--- src/hdl/segregated_free_list_allocator_assert.svh ---
// Assertion macros for the segregated free-list allocator.
// Each macro expects clk and rst_n in scope.
`ifndef SEGREGATED_FREE_LIST_ALLOCATOR_ASSERT_SVH
`define SEGREGATED_FREE_LIST_ALLOCATOR_ASSERT_SVH
`ifndef SYNTHESIS
// Property that must hold at every clock edge out of reset
`define SFLA_ASSERT(lbl, prop, msg) \
  lbl: assert property (@(posedge clk) disable iff (!rst_n) prop) else $error(msg);
// Antecedent in one cycle implies consequent in the next
`define SFLA_ASSERT_NEXT(lbl, ante, cons, msg) \
  lbl: assert property (@(posedge clk) disable iff (!rst_n) ante |=> cons) else $error(msg);
`else
`define SFLA_ASSERT(lbl, prop, msg)
`define SFLA_ASSERT_NEXT(lbl, ante, cons, msg)
`endif
`endif

--- src/hdl/sfla_pkg.sv ---
`timescale 1ns / 1ps
// ----------------------------------------------------------------------------
// sfla_pkg
// Constants, codes and write-port types of the free-list allocator.
// ----------------------------------------------------------------------------
package sfla_pkg;

  localparam int REGION_BYTES    = 65536;
  localparam int NUM_CLASSES     = 16;
  localparam int ALIGN_BYTES     = 8;
  localparam int MAX_SMALL_BYTES = 128;

  localparam int ADDR_W   = 16;
  localparam int ALIGN_W  = $clog2(ALIGN_BYTES);
  localparam int CLS_W    = $clog2(NUM_CLASSES);
  localparam int LINK_AW  = $clog2(REGION_BYTES / ALIGN_BYTES);
  localparam int POOL_W   = $clog2(REGION_BYTES) + 1;
  localparam int GROW_W   = POOL_W + 1;
  localparam int SIZE_W   = $clog2(MAX_SMALL_BYTES + ALIGN_BYTES) + 1;
  localparam int REFILL_W = 6;

  localparam logic [REFILL_W-1:0] REFILL_RESET = REFILL_W'(20);
  localparam logic [REFILL_W-1:0] MAX_REFILL   = REFILL_W'(32);
  localparam int                  SHARE_SHIFT  = 4;
  localparam logic [ADDR_W-1:0]   EMPTY_MARK   = {ADDR_W{1'b1}};

  // op codes
  localparam logic OP_ALLOC   = 1'b0;
  localparam logic OP_RELEASE = 1'b1;

  // status codes
  localparam logic [1:0] ST_GRANTED  = 2'd0;
  localparam logic [1:0] ST_RELEASED = 2'd1;
  localparam logic [1:0] ST_LARGE    = 2'd2;
  localparam logic [1:0] ST_OOM      = 2'd3;

  typedef struct packed {
    logic              en;
    logic [CLS_W-1:0]  addr;
    logic [ADDR_W-1:0] data;
  } heads_wr_t;

  typedef struct packed {
    logic               en;
    logic [LINK_AW-1:0] addr;
    logic [ADDR_W-1:0]  data;
  } links_wr_t;

endpackage

--- src/hdl/sfla_heads.sv ---
`timescale 1ns / 1ps
// ----------------------------------------------------------------------------
// sfla_heads
// List-head memory, one entry per class, registered read, per-entry valid
// bits so unwritten heads read as the empty marker.
// ----------------------------------------------------------------------------
module sfla_heads (
  input  logic                        clk,
  input  logic                        rst_n,
  input  logic [sfla_pkg::CLS_W-1:0]  rd_addr,
  output logic [sfla_pkg::ADDR_W-1:0] rd_data,
  input  sfla_pkg::heads_wr_t         wr
);
  import sfla_pkg::*;

  logic [ADDR_W-1:0]      mem [NUM_CLASSES];
  logic [NUM_CLASSES-1:0] vld_r;
  logic [ADDR_W-1:0]      rd_data_r;

  // storage write
  always_ff @(posedge clk) begin
    if (wr.en) begin
      mem[wr.addr] <= wr.data;
    end
  end

  // valid bits
  always_ff @(posedge clk) begin
    if (!rst_n) begin
      vld_r <= '0;
    end else if (wr.en) begin
      vld_r[wr.addr] <= 1'b1;
    end
  end

  // registered read, write data forwarded on a same-entry hit
  always_ff @(posedge clk) begin
    if (wr.en && wr.addr == rd_addr) begin
      rd_data_r <= wr.data;
    end else if (vld_r[rd_addr]) begin
      rd_data_r <= mem[rd_addr];
    end else begin
      rd_data_r <= EMPTY_MARK;
    end
  end

  assign rd_data = rd_data_r;

endmodule

--- config.mk ---
export PLATFORM = sky130hd
export DESIGN_NAME = sfla_heads
export DESIGN_NICKNAME = d
export VERILOG_FILES = /design/src/hdl/segregated_free_list_allocator_assert.svh /design/src/hdl/sfla_pkg.sv /design/src/hdl/sfla_heads.sv
export SDC_FILE = /design/constraint.sdc
export NUM_CORES = 1
export LEC_CHECK = 0
export BUFFER_PORTS_ARGS = -buffer_cell sky130_fd_sc_hd__buf_2
export CORE_MARGIN = 5
export CORE_UTILIZATION = 69
export CTS_BUF_LIST = sky130_fd_sc_hd__clkbuf_2
export CTS_CLUSTER_DIAMETER = 50
export CTS_CLUSTER_SIZE = 28
export DETAILED_ROUTE_END_ITERATION = 12
export PLACE_DENSITY_LB_ADDON = 0.3
export SYNTH_ARGS = -nofsm -noshare
export SYNTH_HDL_FRONTEND = slang
export SYNTH_SLANG_ARGS = --single-unit
--- constraint.sdc ---
create_clock -name clk -period 6.6 [get_ports clk]
set_input_delay 0 -clock clk [delete_from_list [all_inputs] [get_ports clk]]
set_output_delay 0 -clock clk [all_outputs]
set_load 0.01 [all_outputs]
==> results by group, run 1 <==
Status
  – Status: finished, final reports clean

Power
  – Seq pwr share: 68.9%
  – Clock power frac: 23.9%
  – Pwr Density: 244 nW/µm²
  – Logic gate share of total power: 7.1%
  – VDD IR max: 0.193 mV
  – Switching share of power: 23.0%
  – Internal power: 2.27 mW
  – Net switching power: 0.679 mW
  – Leakage power: 3.85 nW

Global route
  – Met1 Use GR: 34.8%
  – Initial antenna violation count: 0
  – Grt ovf: 0
  – Largest net degree at the start of global routing: 67
  – Met2 global-route usage: 45.1%
  – Most used routing layer: met2
  – GRT Total Usage: 25.8%
  – First-pass GRT wire length: 34400 µm
  – GRT met3 Usage: 3.18%
  – Vias in the first global route: 5589

CTS
  – Cts hold-fix bufs: 43
  – Reg clk slew, reported paths: 370 ps
  – Clock Sink Count: 288
  – Root Buffer: clkbuf_2
  – Htree depth: 1
  – Clk_lat worst skew: 840 ps
  – TritonCTS clock tree: yes
  – # Post-CTS Setup Buffers: 0
  – CTS max path bufs: 3
  – Total CTS buffers: 20
  – Post_cts resized: 0

Floorplanning
  – Die span in x: 136 µm
  – Vert. Die Dim: 136 µm
  – CORE AREA: 15800 µm²
  – I/O pin count: 43
  – Starting Density: 69.7%
  – Row cnt: 46
  – Full die area: 18500 µm²

Place
  – RePlAce Congestion: 0.781
  – PortBufs: 42
  – Hpwl dp: 13400 µm

Timing
  – Final hold slack: 57.3 ps
  – Max Slew Vio Count: 0
  – Min Tclk post-route: 2360 ps
  – Fin. Hold Viols: 0
  – Skew final: 44.8 ps
  – Period Utilization, post-route: 35.7%
  – Unrepaired setup endpoints after global routing: false
  – Rel. slew slack: 12.2%
  – Slew at the pin with the worst max-slew slack: 1320 ps
  – Final TNS setup: 0 ps
  – Final setup vio count: 0
  – Fmax achieved: 0.424 GHz

Setup path
  – Crit path required time: 7380 ps
  – CP max FO: 17
  – CP arrival: 3140 ps
  – Cell family with most CP delay: buffers and inverters
  – Worst path max stage delay: 970 ps
  – CP startpoint kind: primary input
  – Buffers & Inverters on Critical Path: 4
  – Worst setup path class: in -> reg
  – Crit-path slowest cell: nor2_2
  – Crit end category: flop
  – Worst path cell trace: dlygate4sd3_1, buf_2, nand3_1, dlygate4sd3_1, nor2_2, o21a_1, dlygate4sd3_1
  – CP dominant cell by count: dlygate4sd3_1

Yosys
  – Synth Net Count: 537
  – Post-synth top area share: 70.0%
  – Synth cell types: 29
  – Sequential area share after synthesis: 75.8%
  – Synth top area cells: edfxtp_1 70%, mux4_2 10%, dfxtp_1 5.8%, mux4_1 4.3%, a22o_1 1.2%
  – Yosys top cell by area: edfxtp_1
  – Mean Syn Cell Area: 21.5 µm²
  – Cell area after synthesis: 11000 µm²
  – Cells after Synth: 510
  – Yosys warns: 0
  – Post-synthesis register bit count: 288

Job
  – Max-cap violations: 0

Routing
  – Detail Route Antenna Nets: 0
  – DRC errors left: 0
  – Routed WL: 22900 µm
  – Via count of the routed design: 5544
  – DR iter-0 viols: 717
  – Drt first pass iters: 5
  – WL/cell: 27.6 µm
  – Vias/cell: 6.69

Finish
  – Fin nets: 627
  – Number of inserted diodes: 0
  – Layout cells sized above 1: 26.8%
  – Area delta synth->final: 9.96%

Min path
  – HP Class: in -> reg
## per-stage QoR
stage          worst slack (ps)  utilization, %  area [µm²]  instances  power (mW)
3_5_place_dp               3710            72.4       11400        751        2.26
5_1_grt                    4240            76.6       12100        829        3.05
6_report                   4240            76.6       12100        829        2.95
3_3_place_gp               3770            72.4       11400        751        2.25
4_1_cts                    4320            76.6       12100        829        2.95
2_1_floorplan              4490               -       11000        510        2.19
## cell families after synthesis
| family | Yosys count | share of synthesized area (%) |
|---|---|---|
| compound gates | 64 | 4.93 |
| xor+xnor | 4 | 0.319 |
| buf+inv | 31 | 1.87 |
| flops | 288 | 75.8 |
| mux | 68 | 14.6 |
| simple gates | 55 | 2.53 |
## worst register-to-register path, delay by kind of cell, from the launching register on
family,cells,cell delay (ps)
DFF,1,390
and+or+nand+nor,1,380
AOI/OAI and AO/OA,2,540
muxes,1,500
## worst paths after layout
path              startpoint     endpoint  slack [ps]  cells past startpoint
hold reg to reg     vld_r[7]     vld_r[7]         510                      1
hold / removal    rd_addr[2]  rd_data[13]          60                      5
setup / recovery      wr[20]    vld_r[13]        4240                      7
setup reg to reg    vld_r[2]   rd_data[7]        4720                      4
## cells in the mapped netlist, drive strengths merged
cell type and n:
nor2 14, a31oi 16, o21a 16, nand3b 2
nand3 5, nor2b 4, a22oi 2, nand2b 2
nor3 20, edfxtp 256, mux4 68, buf 20
a221oi 15, and3 1, and2 1, a22o 15
or3b 1, nand2 4, xnor2 4, clkbuf 11
or2 1, dfxtp 32
## power by group through the flow
| stage | sequential [mW] | combinational [mW] | clock, mW |
|---|---|---|---|
| floorplan | 2.07 | 0.122 | 0 |
| global placement | 2.07 | 0.180 | 0 |
| detailed placement | 2.07 | 0.189 | 0 |
| finish | 2.03 | 0.210 | 0.706 |
| CTS | 2.03 | 0.209 | 0.711 |
| global route | 2.04 | 0.224 | 0.787 |
## layout make-up
type | instances | area, µm²
Clock buffer | 21 | 105
Fill cell | 841 | 3690
Timing Repair Buffer | 99 | 748
Sequential cell | 288 | 8330
Multi-Input combinational cell | 191 | 2500
Clock inverter | 14 | 126
Tap cell | 216 | 270
## metal layers
| metal | routed length [µm] | vias to the layer above |
|---|---|---|
| met5 | 0 | - |
| met4 | 600 | 0 |
| met3 | 1470 | 42 |
| met2 | 12000 | 276 |
| met1 | 8880 | 2885 |
| li1 | - | 2341 |
## state kept, by name (all words and copies together) (netlist names)
| name | cells |
|---|---|
| mem | 256 |
| rd_data | 16 |
| vld_r | 16 |
## layout by cell type (no fill, tap or decap), types with 4 or more instances in the layout
master         Yosys  layout
mux4_1            18      18
buf_4              2      15
a221oi_1           8       8
nor3_2             0       4
o21a_1            16      16
xnor2_1            4       4
dfxtp_1           32      32
mux4_2            50      50
a22o_1            15      15
buf_2              9      41
dlygate4sd3_1      0      43
edfxtp_1         256     256
nor2b_1            4       4
nor3_1            20      16
nor2_2             0      12
a31oi_1           16      16
nand3_1            4       4
nand2_1            4       4
a221oi_2           7       7
clkbuf_2           0      21
Note: power is estimated with default switching activity, not from simulation.
==> run 2: changes to the inputs <==
- CORE_UTILIZATION: 69 -> 57
- clock period: 6.6 -> 2.1 ns (I/O delays scaled with it)
==> run 2 against run 1 <==
  * Power increased to 3.3 times the previous value
  * Worst setup slack got worse by 4100 ps
  * Critical path type unchanged
  * Cell area increased by 5.4%
  * Core utilization decreased by 9.0 points
  * Critical path depth increased by 1
  * Combinational power increased to 3.5 times the previous value
  * First-iteration DRC count decreased by 29%
  * Worst hold slack got worse by 27 ps
  * Cell count increased by 12%
==> results by group, run 2 (synthesis results as in run 1) <==
Global route
  – Initial antenna violation count: 1 (+1)
  – Largest net degree at the start of global routing: 32 (-52%)
  – First-pass GRT wire length: 36800 µm (+6.9%)
  – Grt ovf: 0 (unchanged)
  – GRT Total Usage: 22.4% (-3.5 points)
  – Vias in the first global route: 5921 (+5.9%)

Timing
  – Fin. Hold Viols: 0 (unchanged)
  – Max Slew Vio Count: 0 (unchanged)
  – Unrepaired setup endpoints after global routing: false
  – Min Tclk post-route: 1970 ps
  – Skew final: 63.3 ps (+18.5 ps)
  – Slew at the pin with the worst max-slew slack: 1120 ps (-198 ps)
  – Final hold slack: 30.3 ps (-27.1 ps)
  – Period Utilization, post-route: 93.7%
  – Final setup vio count: 0 (unchanged)
  – Final TNS setup: 0 ps (unchanged)
  – Rel. slew slack: 25.2% (+13 points)
  – Fmax achieved: 0.508 GHz

CTS
  – Total CTS buffers: 22 (+10%)
  – Post_cts resized: 0 (unchanged)
  – TritonCTS clock tree: yes
  – Reg clk slew, reported paths: 320 ps (-50 ps)
  – Htree depth: 1 (unchanged)
  – CTS max path bufs: 3 (unchanged)
  – Clock Sink Count: 288 (unchanged)
  – Clk_lat worst skew: 880 ps (+40 ps)
  – Root Buffer: clkbuf_2

Floorplanning
  – Die span in x: 149 µm (+9.3%)
  – Full die area: 22200 µm² (+19%)
  – Starting Density: 58.3% (-11 points)
  – CORE AREA: 18800 µm² (+19%)
  – Row cnt: 50 (+8.7%)
  – Vert. Die Dim: 149 µm (+9.3%)
  – I/O pin count: 43 (unchanged)

Power
  – Pwr Density: 769 nW/µm² (+210%)
  – VDD IR max: 0.437 mV (+130%)
  – Leakage power: 4.19 nW (+8.9%)

Routing
  – Routed WL: 23900 µm (+4.5%)
  – Top layer in use: met4
  – Detail Route Antenna Nets: 0 (unchanged)
  – Drt first pass iters: 5 (unchanged)
  – Met2 wire length: 12200 µm (+1.9%)
  – DR iter-0 viols: 509 (-29%)
  – DRC errors left: 0 (unchanged)
  – Met3 WL: 1660 µm (+13%)
  – M1 wire length: 9470 µm (+6.7%)
  – Vias/cell: 6.22 (-7.1%)
  – Via count of the routed design: 5780 (+4.3%)
  – WL/cell: 25.7 µm (-6.9%)

Min path
  – HP Class: in -> reg

Setup path
  – CP arrival: 2810 ps (-330 ps)
  – Worst setup path class: in -> reg
  – CP startpoint kind: primary input
  – Crit-path slowest cell: dlygate4sd3_1
  – Worst path cell trace: dlygate4sd3_1, buf_2, or3b_2, dlygate4sd3_1, nor2_2, buf_4, o21a_1, dlygate4sd3_1
  – Crit end category: flop
  – CP max FO: 8 (-9)
  – Crit path required time: 2950 ps (-4430 ps)
  – Worst R2R Setup Slack: 150 ps (-4570 ps)
  – CP dominant cell by count: dlygate4sd3_1
  – Worst path max stage delay: 640 ps (-330 ps)

Job
  – Max-cap violations: 0 (unchanged)

Finish
  – Most flops, register: mem
  – Max reg flops: 256 (unchanged)
  – Commonest non-fill, non-tap cells in the layout: 256 x edfxtp_1, 60 x dlygate4sd3_1, 50 x mux4_2, 45 x buf_4, 41 x buf_2
  – Layout cells sized above 1: 30.8% (+4.0 points)
  – Fill cells: 1186 (+41%)
  – Most common cell after layout, fill and taps aside: edfxtp_1
  – Area delta synth->final: 16.0%
  – Fin nets: 680 (+8.5%)

Place
  – Hpwl dp: 14800 µm (+11%)
  – PortBufs: 42 (unchanged)
  – RePlAce Congestion: 0.852 (+9.1%)

Status
  – Status: finished, final reports clean
run 2: per-layer routing:
layer	vias to the layer above	GRT usage, %
met5	-	0
met4	0	7.14
met3	54	2.46
met2	260	37.5
met1	3001	31.5
li1	2465	-
run 2: timing repair:
action | 4_1_cts | 5_1_grt
endpoints found under the setup margin | 0 | 1
buffers inserted | 0 | 1
endpoints found under the hold margin | 544 | 20
hold buffers | 58 | 2
run 2: through the flow:
stage	instance area (µm²)	util, %	std cells	total power, mW	worst slack [ps]
floorplan	11000	-	510	6.88	292
global placement	11800	62.5	828	7.12	212
detailed placement	11800	62.5	828	7.15	192
CTS	12700	67.5	926	9.85	150
global route	12700	67.7	930	10.1	67.4
finish	12700	67.7	930	9.79	132
run 2: worst paths after layout:
path,from,endpoint,cells past startpoint
setup / recovery,wr[18],vld_r[3],8
hold / removal,wr[15],mem[6][15],2
setup reg to reg,vld_r[5],rd_data[6],6
hold reg to reg,vld_r[8],vld_r[8],1
run 2: critical path, delay by kind of cell:
| family | cells | cell delay [ps] |
|---|---|---|
| buf+inv | 5 | 2070 |
| simple gates | 2 | 620 |
| compound gates | 1 | 120 |
run 2: layout make-up:
cell class / count / area [µm²] / area share (%)
Antenna cell: 1 / 2.50 / 0.0196
Clock inverter: 16 / 236 / 1.86
Tap cell: 260 / 325 / 2.55
Clock buffer: 24 / 120 / 0.943
Sequential cell: 288 / 8330 / 65.4
Multi-Input combinational cell: 191 / 2500 / 19.7
Timing Repair Buffer: 150 / 1220 / 9.61
run 2: power breakdown:
group / total (mW) / switching (mW) / internal [mW]
Clock: 2.68 / 2.01 / 0.672
Sequential: 6.39 / 0.0326 / 6.36
Combinational: 0.729 / 0.390 / 0.338
